`src/rtl/sdg_pkg.sv`:
```
`timescale 1ns / 1ps

package sdg_pkg;

  // Quotient and root width (values up to 2^30), divider remainder width,
  // root remainder width and radicand width.
  localparam int QW   = 31;
  localparam int DW   = 37;
  localparam int RW   = 35;
  localparam int RADW = 62;

  localparam logic [32:0]    ONE_S = 33'h1_0000_000;  // 1.0 in Q5.28
  localparam logic [QW-1:0]  ONE_D = 31'h4000_0000;   // 1.0 in Q1.30

  typedef enum logic [1:0] {
    KIND_GAIN         = 2'd0,
    KIND_LOAD_SHARPEN = 2'd1,
    KIND_LOAD_HALO    = 2'd2
  } kind_t;

  localparam logic [2:0] REG_LOW_NOISE   = 3'd0;
  localparam logic [2:0] REG_HIGH_NOISE  = 3'd1;
  localparam logic [2:0] REG_HALO        = 3'd2;
  localparam logic [2:0] REG_SHARPEN_STR = 3'd3;
  localparam logic [2:0] REG_DEHALO_STR  = 3'd4;

  typedef struct packed {
    logic [DW-1:0] rem;
    logic [QW-1:0] nq;
    logic [DW-1:0] dvs;
  } div_lane_t;

  typedef struct packed {
    logic      valid;
    div_lane_t f1;
    div_lane_t f2;
    div_lane_t dd;
    logic [31:0] t;
    logic      se;
    logic      zs;
    logic      de;
    logic      zd;
  } div_stage_t;

  typedef struct packed {
    logic            valid;
    logic [RW-1:0]   rem;
    logic [QW-1:0]   root;
    logic [RADW-1:0] rad;
    logic [31:0]     t;
    logic [QW-1:0]   d;
    logic            sa;
    logic            ovf;
  } sqrt_stage_t;

endpackage

```
`src/rtl/sdg_sqrt_cell.sv`:
```
`timescale 1ns / 1ps

module sdg_sqrt_cell (
  input  logic                 clk,
  input  logic                 rst,
  input  logic                 en,
  input  sdg_pkg::sqrt_stage_t din,
  output sdg_pkg::sqrt_stage_t dout
);

  logic [sdg_pkg::RW-1:0] sh;
  logic [sdg_pkg::RW-1:0] trial;
  logic                   ge;
  sdg_pkg::sqrt_stage_t   nxt;

  // One root bit per cell: bring in two radicand bits, try 4*root+1.
  always_comb begin
    sh       = {din.rem[sdg_pkg::RW-3:0], din.rad[sdg_pkg::RADW-1 -: 2]};
    trial    = sdg_pkg::RW'({din.root, 2'b01});
    ge       = sh >= trial;
    nxt      = din;
    nxt.rem  = ge ? sh - trial : sh;
    nxt.root = {din.root[sdg_pkg::QW-2:0], ge};
    nxt.rad  = {din.rad[sdg_pkg::RADW-3:0], 2'b00};
  end

  always_ff @(posedge clk) begin
    if (rst) begin
      dout.valid <= 1'b0;
    end else if (en) begin
      dout <= nxt;
    end
  end

`ifndef ASSERT_OFF
  a_rem_bound: assert property (@(posedge clk) disable iff (rst)
    dout.valid |-> dout.rem <= sdg_pkg::RW'({dout.root, 1'b0}))
    else $error("root remainder exceeds twice the partial root");
`endif

endmodule

```
`config.mk`:
```
export PLATFORM = sky130hd
export DESIGN_NAME = sdg_sqrt_cell
export DESIGN_NICKNAME = d
export VERILOG_FILES = /design/src/rtl/sdg_pkg.sv /design/src/rtl/sdg_sqrt_cell.sv
export SDC_FILE = /design/constraint.sdc
export NUM_CORES = 1
export LEC_CHECK = 0
export BUFFER_PORTS_ARGS = -buffer_cell sky130_fd_sc_hd__buf_2
export CAP_MARGIN = 20
export CORE_AREA = 2 2 153 155
export DETAILED_ROUTE_END_ITERATION = 10
export DIE_AREA = 0 0 155 157
export PLACE_DENSITY_LB_ADDON = 0.1
export SLEW_MARGIN = 25
export SYNTH_ARGS = -nofsm -noshare
export SYNTH_HDL_FRONTEND = slang
export SYNTH_SLANG_ARGS = --single-unit
```
`constraint.sdc`:
```
create_clock -name clk -period 19 [get_ports clk]
set_input_delay 3.8 -clock clk [delete_from_list [all_inputs] [get_ports clk]]
set_output_delay 3.8 -clock clk [all_outputs]
set_load 0.1 [all_outputs]
```
==> results.md, run 1 <==
* Wire length per cell at approximately 19 um
* Clock tree buffer depth at 2
* Clock Skew at 0 ps
* Post-synth top area share at between 60% and 70%
* Final Hold Fails at 0
* Flops & latches, synth at between 150 and 200
* Final setup TNS at 0 ps
* Number of global-route vias before repair at 5,921
* CTS root buf: clkbuf_16
* # DRC at 0
* # nets final at roughly 1,200
* Vias at 6,218
* Period minus WS final at roughly 6400 ps
* P&R area growth vs syn at 34.70%
* R2R Path Start: dout[193]
* Total CTS buffers at 17
* Post-synth EDFFs at between 150 and 200
* Count leader, synth: edfxtp_1
* Layout cells sized above 1 at about 44%
* Highest metal used: met5
* Ys async rst share at 0%
* Die width at between 150 and 200 um
* Main area contributors after synthesis: edfxtp_1 (69%), ha_1 (5.0%), a21oi_1 (3.2%)
* Max FFs per register at around 190
* Hold Path Origin: dout[193]
* DRT antenna net count at 0
* WL met3 at 1787 um
* First DRT Iteration DRCs at around 270
* Die Area at about 24,000 um2
* Sequential fraction of the synthesis area at between 60% and 70%
* Largest net degree at the start of global routing at 162
* Least-Margin Pin Slew at 892.1 ps
* Max VDD drop at roughly 52 uV
* CP Class: input pin to flop
* Final HPWL DP at around 19,000 um
* Max-slew violation count at 0
* Fmax achieved at 0.1569 GHz
* Vias/cell at 4.831
* Syn_area_per_cell at approximately 14 um2
* CP startpoint kind: input pin
* DR WL met2 at about 12,000 um
* Min-delay worst type: flop to flop
* Ys flop type: edfxtp_1
* Cell area after synthesis at 8297 um2
* Htree depth at 4
* DRT Pass-1 Iters at 4
* PortBufs at between 300 and 400
* First-pass GRT wire length at 34,890 um
* Worst Path Required at approximately 19,000 ps
* Clock Latency Late Sink at 440 ps
* Final setup fails at 0
* Cells after synthesis at ~600
* Post-synth top cells: edfxtp_1 (191), a21oi_1 (53), inv_1 (47)
* Die H at 157 um
* Leading area contributor after synthesis: edfxtp_1
* Pwr/cell area at between 100 and 150 nW/um2
* Overflow after GRT at 0
* Post-cts sizing count at 0
* TritonCTS clock tree: yes
* Worst rel slew slack at between 40% and 50%
* Starting Density at ~37%
* RSZ-0062 raised after global routing: no
* Placer Congestion at between 0.7 and 0.8
* Ys Warns at 0
* Status: finished, final reports clean
* Routed length on met1 at about 10,000 um
* Largest regs: dout (192)
* Clock slew at reported path FFs at 80 ps
* Core box area at about 23,000 um2
* Hold Buf Count CTS at 0
* Clock sinks at 192
* IO Pins at about 390
* GRT Total Usage at 19.25%
* Total Wirelength at approximately 24,000 um
* CP Max Fanout at 45
* Row cnt at 55
* Post-route setup slack at 12,630 ps
* Initial antenna violation count at 7
* CP Capture Type: flop
* Max-cap violations at 0
* Worst slack, placed at approximately 12,000 ps
* Postcts setup bufs at 0
* Most flops, register: dout
* Leak at ~0.005 uW
* Number of distinct library cells after synthesis at 62
* CP startpoint: din[128]
* Tcrit/Tclk final at between 30% and 40%
* CP arrival at about 6600 ps
## critical path: stages
cell and delay (ps):
buf_2 90, inv_1 40, ha_1 370, o211ai_1 140
o211a_1 260, or3_4 420, nand2_4 90, a41o_4 250
o21ai_2 80, inv_2 570, o211ai_1 260, xnor2_1 190
## final timing paths
| check | to | slack [ps] | cells after the start |
|---|---|---|---|
| setup / recovery | dout[191] | 12630 | 12 |
| hold / removal | dout[193] | 510 | 2 |
| setup reg to reg | dout[193] | 18410 | 2 |
| hold reg to reg | dout[193] | 510 | 2 |
## through the flow
step	instances	power [uW]	utilization [%]	area [um2]	hold slack (ps)
floorplan	598	838.2	-	8300	970.5
CTS	1285	1295	49.64	11170	513.6
global placement	1253	906.7	46.79	10530	478.4
detailed placement	1253	908.4	46.79	10530	494.4
finish	1287	1283	49.66	11180	511.5
global route	1286	1328	49.65	11170	570.9
## area by class of cell
type,count,area [um2]
Sequential cell,192,5756
Fill cell,2091,11330
Tap cell,285,356.6
Antenna cell,2,5.005
Clock buffer,17,425.4
Inverter,48,180.2
Multi-Input combinational cell,340,2277
Clock inverter,15,216.5
Timing Repair Buffer,388,1959
## power breakdown
group	switching, uW	internal [uW]	total, uW
Clock	192	194	386
Combinational	313	71.6	385
Sequential	6.89	505	512
## logic make-up after synthesis
| group | count (synthesis) | synth area share, % |
|---|---|---|
| muxes | 5 | 0.6334 |
| DFF | 192 | 69.37 |
| xor gates and xnor gates | 24 | 2.534 |
| and+or+nand+nor | 127 | 7.616 |
| buffers and inverters | 66 | 3.318 |
| other | 1 | 0.04520 |
| adders and majority gates | 33 | 4.977 |
| AOI/OAI and AO/OA | 149 | 11.51 |
## metal layers
layer	global-route usage (%)	vias up
li1	-	3017
met1	23.81	2931
met2	32.78	231
met3	5.947	31
met4	5.247	8
met5	0	-
## cells in the final DEF, fill, tap and decap left out, types with 7 or more instances in the layout
cell type / Yosys / routed
xnor2_1: 13 / 13
and3_1: 8 / 8
edfxtp_1: 191 / 191
clkbuf_16: 0 / 17
o21a_1: 7 / 7
inv_1: 47 / 47
nand3_1: 9 / 9
a21oi_1: 53 / 53
nand4_1: 9 / 9
a211oi_1: 7 / 7
xor2_1: 11 / 11
nor2_1: 45 / 45
ha_1: 33 / 33
a21o_1: 12 / 12
nand2_1: 27 / 27
clkinv_8: 0 / 7
o21ai_0: 31 / 31
buf_2: 11 / 386
No activity file was read; power rests on OpenSTA's default activity.
==> run 2: changes to the inputs <==
--- a/config.mk
+++ b/config.mk
@@ -5,11 +5,12 @@
 export SDC_FILE = /design/constraint.sdc
 export NUM_CORES = 1
 export LEC_CHECK = 0
+export ABC_AREA = 1
 export BUFFER_PORTS_ARGS = -buffer_cell sky130_fd_sc_hd__buf_2
 export CAP_MARGIN = 20
-export CORE_AREA = 2 2 153 155
+export CORE_AREA = 2 2 152 154
 export DETAILED_ROUTE_END_ITERATION = 10
-export DIE_AREA = 0 0 155 157
+export DIE_AREA = 0 0 154 156
 export PLACE_DENSITY_LB_ADDON = 0.1
 export SLEW_MARGIN = 25
 export SYNTH_ARGS = -nofsm -noshare
==> constraint.sdc (replaced) <==
create_clock -name clk -period 5.6 [get_ports clk]
set_input_delay 1.12 -clock clk [delete_from_list [all_inputs] [get_ports clk]]
set_output_delay 1.12 -clock clk [all_outputs]
set_load 0.1 [all_outputs]
==> results.md, run 2 <==
* Wire length per cell at 16.85 um (was 18.88 um)
* TritonCTS clock tree: yes (unchanged)
* Final setup fails at 0 (unchanged)
* Clock tree buffer depth at 2 (unchanged)
* Status: finished, final reports clean (unchanged)
* Largest net degree at the start of global routing at 116 (was 162)
* CP Max Fanout at 35 (was 45)
* Total Wirelength at 27,410 um (was 24,300 um)
* Crit-path slowest cell: nor2_4 (was inv_2)
* P&R area growth vs syn at 31.17% (was 34.70%)
* Final HPWL DP at 21,770 um (was 18,560 um)
* Leak at 0.005984 uW (was 0.004861 uW)
* Max VDD drop at 187.4 uV (was 52.48 uV)
* Post-synth top cells: nand2_1 (360), edfxtp_1 (191), inv_1 (160) (was edfxtp_1 (191), a21oi_1 (53), inv_1 (47))
* Post-synth EDFFs at 191 (unchanged)
* Largest regs: dout (192) (unchanged)
* Die Area at 24,020 um2 (was 24,340 um2)
* Starting Density at 40.94% (was 36.87%)
* Count leader, synth: nand2_1 (was edfxtp_1)
* Postcts setup bufs at 0 (unchanged)
* Period minus WS final at 3043 ps
* CTS root buf: clkbuf_16 (unchanged)
* Largest family of logic cells by synthesized area: simple AND/OR/NAND/NOR gates (was compound AO/OA/AOI/OAI gates)
* DRT Pass-1 Iters at 5 (was 4)
* CP Class: input pin to flop (unchanged)
* Ys flop type: edfxtp_1 (unchanged)
* Final Hold Fails at 0 (unchanged)
* DRT antenna net count at 0 (unchanged)
* Overall power at 4274 uW (was 1283 uW)
* R2R Path Start: dout[193] (unchanged)
* Clock slew at reported path FFs at 80 ps (about the same)
* Worst slack, placed at 2055 ps (was 12,160 ps)
* Hold Buf Count CTS at 0 (unchanged)
* Crit-path cells: buf_2 > inv_1 > ha_1 > nand2_1 > inv_1 > nand2_1 > nand2_1 > nand2_1 > nand2_1 > inv_1 > nand2_1 > nand2_1 > nand3_2 > nor2_4 > nand2_1 > nand2_1 (was buf_2 > inv_1 > ha_1 > o211ai_1 > o211a_1 > or3_4 > nand2_4 > a41o_4 > o21ai_2 > inv_2 > o211ai_1 > xnor2_1)
* First DRT Iteration DRCs at 457 (was 269)
* Max FFs per register at 192 (unchanged)
* Max incr delay on CP at 720 ps (was 570 ps)
* R2R depth at 2 (unchanged)
* Syn_area_per_cell at 9.909 um2 (was 13.90 um2)
* Ys Warns at 0 (unchanged)
* Hold path cells at 2 (unchanged)
* Pwr/cell area at 355.9 nW/um2 (was 114.8 nW/um2)
* Clock sinks at 192 (unchanged)
* Layout cells sized above 1 at 33.13% (was 43.80%)
* Worst Path Required at 5880 ps (was 19,190 ps)
* Worst rel slew slack at 34.74% (was 40.40%)
* IO Pins at 391 (unchanged)
* Htree depth at 4 (unchanged)
* Cell area after synthesis at 9156 um2 (was 8297 um2)
* Least-Margin Pin Slew at 978.8 ps (was 892.1 ps)
* First-pass GRT wire length at 40,880 um (was 34,890 um)
* RSZ-0062 raised after global routing: no (unchanged)
* Post-synth top area share at 62.64% (was 69.13%)
* Post-cts sizing count at 0 (unchanged)
* Hold Path Origin: dout[193] (unchanged)
* Placer Congestion at 0.8682 (was 0.7914)
* CP startpoint kind: input pin (unchanged)
* Die H at 156 um (was 157 um)
* Ys async rst share at 0% (unchanged)
* Core box area at 22,370 um2 (was 22,500 um2)
* CP top delay family: simple AND/OR/NAND/NOR gates (was compound AO/OA/AOI/OAI gates)
* Number of distinct library cells after synthesis at 28 (was 62)
* Clock Latency Late Sink at 430 ps (was 440 ps)
* Clock Skew at 0 ps (unchanged)
* # nets final at 1,554 (was 1,217)
* Initial antenna violation count at 11 (was 7)
* Die width at 154 um (was 155 um)
* Row cnt at 55 (unchanged)
* Min-delay worst type: flop to flop (unchanged)
* Most flops, register: dout (unchanged)
* Number of global-route vias before repair at 7,260 (was 5,921)
* Leading area contributor after synthesis: edfxtp_1 (unchanged)
* CP Capture Type: flop (unchanged)
* Worst reg2reg path endpoint: dout[193] (unchanged)
* Main area contributors after synthesis: edfxtp_1 (63%), nand2_1 (15%), inv_1 (6.6%) (was edfxtp_1 (69%), ha_1 (5.0%), a21oi_1 (3.2%))
* PortBufs at 386 (unchanged)
* Max-slew violation count at 0 (unchanged)
* Flops & latches, synth at 192 (unchanged)
* # DRC at 0 (unchanged)
* Post-synthesis mux area share at 0% (was 0.6334%)
* Vias/cell at 4.564 (was 4.831)
* Hold_ws at 461.7 ps (was 511.5 ps)
* Worst R2R Setup Slack at 5050 ps (was 18,410 ps)
* Complex-gate fraction of the synthesized area at 2.200% (was 11.51%)
* Commonest non-fill, non-tap cell in the layout: buf_2 (unchanged)
* Vias at 7,426 (was 6,218)
* Fmax achieved at 0.3286 GHz
* Overflow after GRT at 0 (unchanged)
* Sequential fraction of the synthesis area at 62.86% (was 69.37%)
* CP arrival at 3330 ps (was 6560 ps)
* Total CTS buffers at 17 (unchanged)
* Final setup TNS at 0 ps (unchanged)
* Cells after synthesis at 924 (was 597)
* Max-cap violations at 0 (unchanged)
* Synth Area in Adders at 4.509% (was 4.977%)
* Hold path endpoint: dout[193] (unchanged)
* Most frequent cells in the layout: buf_2 (386), nand2_1 (360), edfxtp_1 (191), inv_1 (160), nor2_1 (54) (was buf_2 (386), edfxtp_1 (191), a21oi_1 (53), inv_1 (47), nor2_1 (45))
* Simple-gate share of the synthesized area at 21.30% (was 7.616%)
* Synth Area in XOR/XNOR at 1.626% (was 2.534%)
* Worst path bufs/invs at 4 (was 3)
* Worst path most repeated cell: nand2_1 (was o211ai_1)
* Tcrit/Tclk final at between 50% and 60%
* Post-route setup slack at 2557 ps (was 12,630 ps)
* GRT Total Usage at 22.69% (was 19.25%)
## run 2: cell count changes after synthesis, sizes merged, moves of 8 or more
cell,previous run,this run
inv,48,160
nand2,28,366
nand3,9,35
and3,9,1
nor2,45,63
a21oi,55,29
o21ai,33,3
xnor2,13,2
a21o,12,0
## run 2: kinds of logic (layout without fill, tap and decap cells)
| logic type | count (synthesis) | count (layout) |
|---|---|---|
| simple gates | 477 | 477 |
| flops | 192 | 192 |
| buf+inv | 168 | 580 |
| compound gates | 36 | 36 |
| fa+ha+maj | 33 | 33 |
| xor+xnor | 17 | 17 |
| other cells | 1 | 7 |
## run 2: area by class of cell
| type | count | area, um2 |
|---|---|---|
| clock buffer | 18 | 429.2 |
| multi-input combinational | 565 | 2729 |
| clock inverter | 14 | 167.7 |
| antenna | 5 | 12.51 |
| tap | 285 | 356.6 |
| timing repair buffer | 388 | 1959 |
| sequential | 192 | 5756 |
| fill | 2128 | 10350 |
| inverter | 160 | 600.6 |
## run 2: through the flow
stage               instance area [um2]  cells  utilization [%]
floorplan                          9168    925                -
global placement                  11400   1590            50.98
detailed placement                11400   1590            50.98
CTS                               12000   1622            53.64
global route                      12010   1626            53.69
finish                            12010   1627            53.70
## run 2: routing by layer
layer,vias up,wire length (um),global-route usage (%)
li1,3748,-,-
met3,50,1973,6.250
met4,10,826,10.10
met1,3356,10950,26.52
met5,-,70,0
met2,262,13590,39.18
## run 2: tightest hold or removal path: cells and delay by family, from the launching register on
kind / cells / cell delay (ps)
and+or+nand+nor: 1 / 60
DFF: 1 / 310
AOI/OAI and AO/OA: 1 / 50
## run 2: worst max path at each step
stage          startpoint   endpoint  depth (start not counted)  slack (ps)
2_1_floorplan          en    dout[0]                          2        1200
3_5_place_dp     din[150]  dout[170]                         12        2050
4_1_cts          din[150]  dout[170]                         12        2500
5_1_grt          din[142]  dout[176]                         16        2220
6_report         din[139]  dout[179]                         16        2560
3_3_place_gp     din[150]  dout[192]                         11        2050
## run 2: power breakdown
group | switching (uW) | total, uW | internal [uW]
clock network | 624 | 1230 | 605
registers | 22.3 | 1730 | 1710
logic | 1080 | 1310 | 230
total | 1730 | 4270 | 2540
