--- src/rtl/sdg_pkg.sv ---
`timescale 1ns / 1ps

package sdg_pkg;

  // Quotient and root width (values up to 2^30), divider remainder width,
  // root remainder width and radicand width.
  localparam int QW   = 31;
  localparam int DW   = 37;
  localparam int RW   = 35;
  localparam int RADW = 62;

  localparam logic [32:0]    ONE_S = 33'h1_0000_000;  // 1.0 in Q5.28
  localparam logic [QW-1:0]  ONE_D = 31'h4000_0000;   // 1.0 in Q1.30

  typedef enum logic [1:0] {
    KIND_GAIN         = 2'd0,
    KIND_LOAD_SHARPEN = 2'd1,
    KIND_LOAD_HALO    = 2'd2
  } kind_t;

  localparam logic [2:0] REG_LOW_NOISE   = 3'd0;
  localparam logic [2:0] REG_HIGH_NOISE  = 3'd1;
  localparam logic [2:0] REG_HALO        = 3'd2;
  localparam logic [2:0] REG_SHARPEN_STR = 3'd3;
  localparam logic [2:0] REG_DEHALO_STR  = 3'd4;

  typedef struct packed {
    logic [DW-1:0] rem;
    logic [QW-1:0] nq;
    logic [DW-1:0] dvs;
  } div_lane_t;

  typedef struct packed {
    logic      valid;
    div_lane_t f1;
    div_lane_t f2;
    div_lane_t dd;
    logic [31:0] t;
    logic      se;
    logic      zs;
    logic      de;
    logic      zd;
  } div_stage_t;

  typedef struct packed {
    logic            valid;
    logic [RW-1:0]   rem;
    logic [QW-1:0]   root;
    logic [RADW-1:0] rad;
    logic [31:0]     t;
    logic [QW-1:0]   d;
    logic            sa;
    logic            ovf;
  } sqrt_stage_t;

endpackage

--- src/rtl/sdg_div_cell.sv ---
`timescale 1ns / 1ps

module sdg_div_cell (
  input  logic                clk,
  input  logic                rst,
  input  logic                en,
  input  sdg_pkg::div_stage_t din,
  output sdg_pkg::div_stage_t dout
);

  // One restoring quotient bit per lane.
  function automatic sdg_pkg::div_lane_t lane_step(sdg_pkg::div_lane_t x);
    logic [sdg_pkg::DW:0] sh;
    logic                 ge;
    sdg_pkg::div_lane_t   y;
    sh     = {x.rem, x.nq[sdg_pkg::QW-1]};
    ge     = sh >= {1'b0, x.dvs};
    y.dvs  = x.dvs;
    y.rem  = ge ? sdg_pkg::DW'(sh - {1'b0, x.dvs}) : sdg_pkg::DW'(sh);
    y.nq   = {x.nq[sdg_pkg::QW-2:0], ge};
    return y;
  endfunction

  sdg_pkg::div_stage_t nxt;

  always_comb begin
    nxt    = din;
    nxt.f1 = lane_step(din.f1);
    nxt.f2 = lane_step(din.f2);
    nxt.dd = lane_step(din.dd);
  end

  always_ff @(posedge clk) begin
    if (rst) begin
      dout.valid <= 1'b0;
    end else if (en) begin
      dout <= nxt;
    end
  end

`ifndef ASSERT_OFF
  a_f1_rem: assert property (@(posedge clk) disable iff (rst)
    dout.valid && dout.f1.dvs != '0 |-> dout.f1.rem < dout.f1.dvs)
    else $error("f1 remainder not below divisor");
  a_f2_rem: assert property (@(posedge clk) disable iff (rst)
    dout.valid && dout.f2.dvs != '0 |-> dout.f2.rem < dout.f2.dvs)
    else $error("f2 remainder not below divisor");
  a_dd_rem: assert property (@(posedge clk) disable iff (rst)
    dout.valid && dout.dd.dvs != '0 |-> dout.dd.rem < dout.dd.dvs)
    else $error("dehalo remainder not below divisor");
`endif

endmodule

--- config.mk ---
export PLATFORM = sky130hd
export DESIGN_NAME = sdg_div_cell
export DESIGN_NICKNAME = d
export VERILOG_FILES = /design/src/rtl/sdg_pkg.sv /design/src/rtl/sdg_div_cell.sv
export SDC_FILE = /design/constraint.sdc
export NUM_CORES = 1
export LEC_CHECK = 0
export ABC_AREA = 1
export BUFFER_PORTS_ARGS = -buffer_cell sky130_fd_sc_hd__buf_2
export CAP_MARGIN = 0
export CORE_AREA = 2 2 275 277
export CTS_CLUSTER_DIAMETER = 120
export CTS_CLUSTER_SIZE = 12
export DETAILED_ROUTE_END_ITERATION = 10
export DIE_AREA = 0 0 277 279
export SYNTH_ARGS = -nofsm -noshare
export SYNTH_HDL_FRONTEND = slang
export SYNTH_SLANG_ARGS = --single-unit
--- constraint.sdc ---
create_clock -name clk -period 31 [get_ports clk]
set_clock_uncertainty 0.2 [all_clocks]
set_input_delay 1.55 -clock clk [delete_from_list [all_inputs] [get_ports clk]]
set_output_delay 1.55 -clock clk [all_outputs]
set_load 0.03 [all_outputs]
==> run summary, run 1 <==
Clock root buffer: clkbuf_16
Core area: 74100 um^2
Post-CTS Setup Bufs: 0
CTS tree: built
Nets: 3742
VDD IR-drop max: 0.0373 mV
Fmax achieved: 0.237 GHz
Synthesized area: 21500 um^2
Global placement routability congestion: 0.953
Critical path's largest stage delay: 0.91 ns
CP delay by family, top: simple AND/OR/NAND/NOR gates
# port buffers: 706
Chip height: 279 um
# fillers: 7770
Total of max-cap violations: 0
Hold buffers post-CTS: 0
Synth cell count leaders: 866 x nand2_1, 442 x inv_1, 351 x edfxtp_1
Top reg by flops: dout
CTS Buf Count: 35
Post-synth EDFFs: 351
Syn. warnings: 0
WP data arrival: 4.33 ns
Global-route wire length before repair: 112000 um
Vias in the first global route: 18700
Most used flip-flop cell after synthesis: edfxtp_1
RSZ-0062 raised after global routing: false
Tightest Pin Transition: 1.19 ns
Share of cells above drive strength 1: 0.269
Final Worst Setup Slack: 26.78 ns
CP Launch Type: input port
Kind of critical path: input port to register
Crit path max fanout: 39
Final setup vio count: 0
Drt first pass iters: 5
Routed Antenna Nets: 0
Post-layout power: 1.35 mW
Post-synth top area cell: edfxtp_1
Rel. slew slack: 0.208
Total GRT Usage: 0.188
Cts repair resizes: 0
Max reg flops: 352
Net Count, Synth: 3024
Largest net degree at the start of global routing: 144
Vias per cell: 4.50
Post-Syn Instances: 2555
Post-synth top area share: 0.490
Clock latency at the later pin of the worst-skew pair: 0.55 ns
Setup WS pre-CTS: 26.18 ns
Die width: 277 um
Hold Crit Class: register to register
Setup TNS: 0 ns
Seq cells post-synth: 352
Run status: complete, no violations
Period utilization: 0.136
Final wirelength: 76000 um
Avg Cell Area, Syn: 8.41 um^2
Most frequent cell after synthesis: nand2_1
Clk slew on worst S/H paths: 0.07 ns
Final worst path period need: 4.22 ns
Post-route core utilization: 0.365
Seq/Total Area, Yosys: 0.491
Async SR Flop Fraction: 0
Synth top area cells: edfxtp_1 49%, nand2_1 15%, inv_1 7.7%
Critical Path Most Common Cell: inv_1
Buf/Inv on CP: 4
Initial antenna violation count: 19
Leak Pwr: 13.5 nW
CP Cell Sequence: buf_2, inv_1, ha_1, inv_1, fa_1, inv_1, nor2_2, nor2_2, o21ai_4, nand3_1, nand4_2, nand3_1, nand2_1
Initial DRC Count: 1217
DR WL/cell: 17.8 um
Die area: 77300 um^2
Clock Path Buffers: 3
Pwr dens: 49.8 nW/um^2
Initial Util: 0.290
Slew Limit Fails: 0
Hpwl dp: 62300 um
Row count: 100
Worst path required time: 31.11 ns
Hold WS: 0.280 ns
# DRC: 0
Via count: 19200
Largest regs: dout (352)
# clock sinks: 352
IO Pins: 707
H-tree levels: 2
CP Capture Type: register
Crit-path slowest cell: nand4_2
Final hold vios: 0
Synthesis-to-layout area growth: 25.9%
Post-synthesis cell type count: 33
Grt total ovfl: 0
[through the flow]
stage	area, um^2	cells
after floorplan	21500	2555
final	27000	4261
after CTS	27000	4253
after detailed placement	26100	4205
after global routing	27000	4259
after global placement	26100	4205
[final cells by class]
type                            instances  area, um^2  area share
Timing Repair Buffer                  711        3600       0.133
Tap cell                              969        1210      0.0448
Antenna cell                            8        20.0    0.000740
Multi-Input combinational cell       1719        8990       0.332
Inverter                              454        1700      0.0630
Clock buffer                           44         910      0.0336
Sequential cell                       352       10600       0.390
Clock inverter                          4        61.3     0.00227
[cell families (layout without fill, tap and decap cells)]
| kind of cell | count (synthesis) | count (layout) | share of synthesized area |
|---|---|---|---|
| AO/OA/AOI/OAI | 127 | 127 | 0.0341 |
| XOR/XNOR | 57 | 57 | 0.0232 |
| adder cells (fa/ha/maj) | 114 | 114 | 0.0674 |
| buffers and inverters | 484 | 1213 | 0.0909 |
| flip-flops | 352 | 352 | 0.491 |
| other | 0 | 8 | 0 |
| AND/OR/NAND/NOR | 1421 | 1421 | 0.293 |
[worst paths after layout]
path	start	end	slack (ns)	cells past startpoint
setup / recovery	din[208]	dout[243]	26.78	13
hold / removal	dout[351]	dout[351]	0.28	2
setup reg to reg	dout[351]	dout[351]	30.21	2
hold reg to reg	dout[351]	dout[351]	0.28	2
[worst min-delay path, delay by kind of cell (launching register included)]
family,cells,cell delay [ns]
AOI/OAI and AO/OA,1,0.06
DFF,1,0.32
and+or+nand+nor,1,0.06
[metal layers]
metal	vias to the layer above	track usage	wire, um
met5	-	0	100
met4	16	0.0486	1580
met3	95	0.0464	5640
met2	681	0.317	36000
met1	8773	0.241	32700
li1	9603	-	-
[layout by cell type (no fill, tap or decap), drive strengths merged]
cell type	n
nand2	890
buf	711
inv	453
edfxtp	351
nand3	242
nor2	227
ha	111
a21oi	81
xor2	52
clkbuf	44
nand3b	27
nor3	23
o21ai	22
o21bai	17
nand4	12
diode	8
xnor2	5
clkinv	5
a21boi	3
a31o	3
fa	3
a31oi	1
dfxtp	1
[power by group]
group          leakage (nW)  switching (mW)  total, mW  internal [mW]
Sequential             3.29          0.0116      0.584          0.572
Clock                 0.470           0.187      0.395          0.208
Combinational          9.76           0.258      0.369          0.111
(Power assumes the default switching activity.)
==> inputs of run 2 (changes only) <==
--- a/config.mk
+++ b/config.mk
@@ -8,11 +8,11 @@
 export ABC_AREA = 1
 export BUFFER_PORTS_ARGS = -buffer_cell sky130_fd_sc_hd__buf_2
 export CAP_MARGIN = 0
-export CORE_AREA = 2 2 275 277
+export CORE_AREA = 2 2 277 279
 export CTS_CLUSTER_DIAMETER = 120
 export CTS_CLUSTER_SIZE = 12
 export DETAILED_ROUTE_END_ITERATION = 10
-export DIE_AREA = 0 0 277 279
+export DIE_AREA = 0 0 279 281
 export SYNTH_ARGS = -nofsm -noshare
 export SYNTH_HDL_FRONTEND = slang
 export SYNTH_SLANG_ARGS = --single-unit
==> constraint.sdc (replaced) <==
create_clock -name clk -period 4.3 [get_ports clk]
set_clock_uncertainty 0.2 [all_clocks]
set_input_delay 0.215 -clock clk [delete_from_list [all_inputs] [get_ports clk]]
set_output_delay 0.215 -clock clk [all_outputs]
set_load 0.03 [all_outputs]
==> run 2 against run 1 <==
Combinational power grew to 8.0 times the previous value. Register-to-register slack got worse by 27 ns. Highest routed layer unchanged. Non-clock buffer count rose by 355. Clock power grew to 7.3 times the previous value. Count of clock-buffer cells in the layout unchanged. Wire length grew 5.2%. Sequential cell count did not move. Via count is 7.6% higher. Cell count up 8.5%. Total power rose to 7.4 times the previous value. First-iteration DRC count grew 19%. Sequential share of layout area down 4.6 points.
==> run summary, run 2 (synthesis results as in run 1) <==
Run status: complete, no violations
Leak Pwr: 15.0 nW (+11%)
Chip height: 281 um (+0.72%)
Die width: 279 um (+0.72%)
Vias in the first global route: 20400 (+9.2%)
Setup WS pre-CTS: 1.07 ns (-25.11 ns)
Drt first pass iters: 5 (unchanged)
Slew Limit Fails: 0 (unchanged)
Via count: 20600 (+7.6%)
Total GRT Usage: 0.196 (+0.00763)
Initial antenna violation count: 16 (-3)
Top reg by flops: dout
Storage element area: 10600 um^2 (unchanged)
WP data arrival: 3.34 ns (-0.99 ns)
H-tree levels: 2 (unchanged)
IO Pins: 707 (unchanged)
Largest regs: dout (352)
Routed Antenna Nets: 0 (unchanged)
# port buffers: 706 (unchanged)
Clock Path Buffers: 3 (unchanged)
VDD IR-drop max: 0.313 mV (+740%)
DR WL/cell: 17.3 um (-3.0%)
Critical path's largest stage delay: 0.59 ns (-0.32 ns)
# fillers: 7481 (-3.7%)
Setup TNS: 0 ns (unchanged)
Clock latency at the later pin of the worst-skew pair: 0.56 ns (about the same)
Final wirelength: 80000 um (+5.2%)
Global-route wire length before repair: 119000 um (+6.3%)
Largest net degree at the start of global routing: 101 (-30%)
Hold Crit Class: input port to register
Multi-input logic area: 8990 um^2 (unchanged)
Final hold vios: 0 (unchanged)
Commonest non-fill, non-tap cell in the layout: nand2_1
Final setup vio count: 0 (unchanged)
Grt total ovfl: 0 (unchanged)
Share of cells above drive strength 1: 0.245 (-0.0246)
Worst path required time: 4.38 ns (-26.73 ns)
Initial DRC Count: 1446 (+19%)
Total of max-cap violations: 0 (unchanged)
Cts repair resizes: 0 (unchanged)
Final worst path period need: 3.26 ns
Synthesis-to-layout area growth: 42.6%
Core area: 75400 um^2 (+1.9%)
Kind of critical path: input port to register
CP Cell Sequence: dlygate4sd3_1, buf_2, inv_1, ha_1, nand2_1, nand2_1, a21oi_1, nand2_1, nand2_1, nand2_1, nand2_1, nand4_2, buf_4, nand2_1, o21ai_0
Critical Path Most Common Cell: nand2_1
Rel. slew slack: 0.317 (+0.109)
# clock sinks: 352 (unchanged)
Final Worst Setup Slack: 1.04 ns (-25.73 ns)
Post-route core utilization: 0.406 (+0.0409)
Max reg flops: 352 (unchanged)
Crit path max fanout: 24 (-38%)
Nets: 4097 (+9.5%)
Global placement routability congestion: 0.943 (-1.0%)
Tightest Pin Transition: 1.02 ns (-0.163 ns)
Clock root buffer: clkbuf_16
CTS Buf Count: 35 (unchanged)
Crit-path slowest cell: nand4_2
Vias per cell: 4.46 (-0.80%)
Post-layout power: 10.0 mW (+640%)
Pwr dens: 327 nW/um^2 (+560%)
Clk slew on worst S/H paths: 0.07 ns (about the same)
Initial Util: 0.285 (-0.00528)
CP Capture Type: register
Fmax achieved: 0.307 GHz
Row count: 101 (+1.0%)
Die area: 78400 um^2 (+1.4%)
Hpwl dp: 62400 um (about the same)
CTS tree: built
Period utilization: 0.757
Post-placement cell count: 4219 (+0.33%)
Commonest non-fill, non-tap cells in the layout: 866 x nand2_1, 706 x buf_2, 441 x inv_1
RSZ-0062 raised after global routing: false
# DRC: 0 (unchanged)
Fin cells: 4623 (+8.5%)
CP Launch Type: input port
==> run 2: final timing paths <==
kind	startpoint	slack [ns]	cells past startpoint	endpoint
min	en	0.08	4	dout[100]
max	din[47]	1.04	15	dout[104]
max reg2reg	dout[351]	2.97	3	dout[351]
min reg2reg	dout[351]	0.83	3	dout[351]
==> run 2: metal layers <==
layer  vias up  global-route usage  part of all wire
met4        10              0.0645             0.030
met3       128              0.0464             0.080
met5         -                   0           0.00078
met2       752               0.327              0.47
li1      10300                   -                 -
met1      9410               0.249              0.42
==> run 2: repair_timing <==
item | 4_1_cts | 5_1_grt
buffers inserted | 0 | 0
hold buffers | 350 | 0
endpoints found under the hold margin | 377 | 0
==> run 2: area by class of cell <==
type / count / area share
inverter: 454 / 0.0560
antenna: 6 / 0.000490
multi-input combinational: 1719 / 0.293
timing repair buffer: 1066 / 0.234
clock inverter: 4 / 0.00208
tap: 978 / 0.0399
clock buffer: 44 / 0.0297
sequential: 352 / 0.345
==> run 2: stage by stage <==
step           instance area [um^2]  hold WS, ns
2_1_floorplan                 21500       0.0841
3_3_place_gp                  26100        0.191
3_5_place_dp                  26100        0.193
4_1_cts                       30600       0.0431
5_1_grt                       30600       0.0678
6_report                      30600       0.0788
==> run 2: power breakdown <==
part | total, mW | internal (mW) | switching, mW
Sequential | 4.21 | 4.12 | 0.0835
Combinational | 2.95 | 1.01 | 1.94
Clock | 2.87 | 1.50 | 1.37
Total | 10.0 | 6.63 | 3.39
==> run 2: worst max-delay path: cells and delay by family <==
| kind | cells | cell delay (ns) |
|---|---|---|
| buffers and inverters | 4 | 1.15 |
| adder cells (fa/ha/maj) | 1 | 0.35 |
| AND/OR/NAND/NOR | 8 | 1.20 |
| AO/OA/AOI/OAI | 2 | 0.41 |
==> inputs of run 3 (changes only) <==
==> constraint.sdc (replaced) <==
create_clock -name clk -period 3.1 [get_ports clk]
set_clock_uncertainty 0.2 [all_clocks]
set_input_delay 0.155 -clock clk [delete_from_list [all_inputs] [get_ports clk]]
set_output_delay 0.155 -clock clk [all_outputs]
set_load 0.03 [all_outputs]
==> run 3 against run 2 <==
Design area grew 0.47%. Die area is the same. Combinational power grew 39%. First-iteration DRC count shrank 4.6%. Sequential cell count is the same. Core utilization grew 0.19 points. Total power grew 39%. Register-to-register slack lost 1.2 ns. Wire length shrank 0.13%. Via count grew 0.34%. Cell count grew 0.30%. Count of clock-buffer cells in the layout is the same. Critical endpoint is now dout[216]. Highest routed layer unchanged.
==> run summary, run 3 (synthesis results as in run 1) <==
Run status: complete, no violations
Post-route core utilization: 0.408 (+0.00191)
Total GRT Usage: 0.196 (-0.000270)
Hold path start: din[300]
Crit path max fanout: 20 (-17%)
# DRC: 0 (unchanged)
Chip height: 281 um (unchanged)
Initial Util: 0.285 (unchanged)
Hold WS: 0.0989 ns (+0.0201 ns)
FF-to-FF setup slack: 1.80 ns (-1.17 ns)
Grt total ovfl: 0 (unchanged)
CTS tree: built
Worst r2r src: dout[351]
Routed Antenna Nets: 0 (unchanged)
Via count: 20700 (+0.34%)
Hold Crit Depth: 2 (-2)
CP Launch Type: input port
Die width: 279 um (unchanged)
Final Worst Setup Slack: 0.386 ns (-0.659 ns)
CP delay by family, top: buffers and inverters
Commonest non-fill, non-tap cells in the layout: 866 x nand2_1, 706 x buf_2, 441 x inv_1
Leak Pwr: 15.1 nW (+0.59%)
Tightest Pin Transition: 0.781 ns (-0.242 ns)
Fmax achieved: 0.368 GHz
Vias per cell: 4.46 (about the same)
Final hold vios: 0 (unchanged)
Setup TNS: 0 ns (unchanged)
Global-route wire length before repair: 118000 um (-0.50%)
Share of cells above drive strength 1: 0.248 (+0.00297)
Clock root buffer: clkbuf_16
Crit-path slowest cell: dlygate4sd3_1
Post-CTS Setup Bufs: 0 (unchanged)
Vias in the first global route: 20700 (+1.4%)
Row count: 101 (unchanged)
Drt first pass iters: 5 (unchanged)
Largest regs: dout (352)
CP Cell Sequence: dlygate4sd3_1, buf_2, inv_1, ha_1, inv_1, fa_1, inv_1, nor2_2, nor2_2, o21ai_4, nand2_1, nand2_2, nand2_2, nand2_2, nand2_4, buf_12, nand3_1, nand2_1
Final wirelength: 79900 um (-0.13%)
Top reg by flops: dout
Total of max-cap violations: 0 (unchanged)
RSZ-0062 raised after global routing: false
IO Pins: 707 (unchanged)
Clk slew on worst S/H paths: 0.07 ns (about the same)
Period utilization: 0.876
Worst reg-to-reg path cell count: 3 (unchanged)
Kind of critical path: input port to register
Worst path required time: 3.34 ns (-1.04 ns)
Critical path's largest stage delay: 0.53 ns (-0.06 ns)
Buf/Inv on CP: 6 (+2)
VDD IR-drop max: 0.424 mV (+36%)
Setup WS pre-CTS: 0.347 ns (-0.723 ns)
Clock Path Buffers: 3 (unchanged)
Worst reg2reg endpoint: dout[351]
Commonest non-fill, non-tap cell in the layout: nand2_1
DR WL/cell: 17.2 um (-0.43%)
Slew Limit Fails: 0 (unchanged)
Hpwl dp: 62500 um (+0.31%)
Pwr dens: 453 nW/um^2 (+38%)
WP data arrival: 2.95 ns (-0.39 ns)
WP depth: 18 (+3)
H-tree levels: 2 (unchanged)
CTS Buf Count: 35 (unchanged)
# port buffers: 706 (unchanged)
Hold Crit Class: input port to register
Clock latency at the later pin of the worst-skew pair: 0.56 ns (about the same)
Final worst path period need: 2.71 ns
Global placement routability congestion: 0.932 (-1.2%)
Die area: 78400 um^2 (unchanged)
Final setup vio count: 0 (unchanged)
Synthesis-to-layout area growth: 43.2%
Max reg flops: 352 (unchanged)
Core area: 75400 um^2 (unchanged)
Largest net degree at the start of global routing: 128 (+27%)
CP Capture Type: register
Initial antenna violation count: 8 (-8)
Rel. slew slack: 0.479 (+0.162)
WHS Endpoint: dout[301]
Initial DRC Count: 1379 (-4.6%)
Nets: 4113 (+0.39%)
# clock sinks: 352 (unchanged)
==> run 3: how the worst max path moves through the flow <==
stage | slack [ns] | start | end
floorplan | -2.87 | en | dout[0]
finish | 0.39 | din[208] | dout[216]
global placement | 0.42 | din[208] | dout[216]
global route | 0.20 | din[103] | dout[127]
detailed placement | 0.35 | din[208] | dout[228]
CTS | 0.43 | din[208] | dout[228]
==> run 3: cell type report <==
class | instances | area (um^2)
tap | 978 | 1220
inverter | 454 | 1720
timing repair buffer | 1082 | 7310
sequential | 352 | 10600
multi-input combinational | 1719 | 8990
antenna | 3 | 7.51
clock inverter | 5 | 67.6
fill | 7552 | 44700
clock buffer | 44 | 910
==> run 3: layer usage <==
layer	vias up	share of wire	global-route usage	wire length, um
met2	727	0.47	0.331	37700
met4	2	0.028	0.0620	2210
met3	104	0.067	0.0380	5360
met1	9516	0.43	0.251	34600
met5	-	0.00016	0	13
li1	10400	-	-	-
==> run 3: power by group <==
group          switching (mW)  internal [mW]  leakage [nW]  total (mW)
Sequential              0.118           5.72          3.29        5.84
Clock                    1.91           2.07         0.470        3.98
Combinational            2.69           1.42          11.3        4.11
==> run 3: timing repair <==
item                      in CTS  in global routing
hold endpoints to repair     384                  0
resized for setup              0                  0
hold buffers                 351                  0
==> run 3: stage by stage <==
step / instance area [um^2] / cells / power (mW)
3_5_place_dp: 26300 / 4234 / 9.67
4_1_cts: 30800 / 4634 / 14.1
3_3_place_gp: 26300 / 4234 / 9.65
2_1_floorplan: 21500 / 2555 / 8.39
5_1_grt: 30800 / 4637 / 14.6
6_report: 30800 / 4637 / 13.9
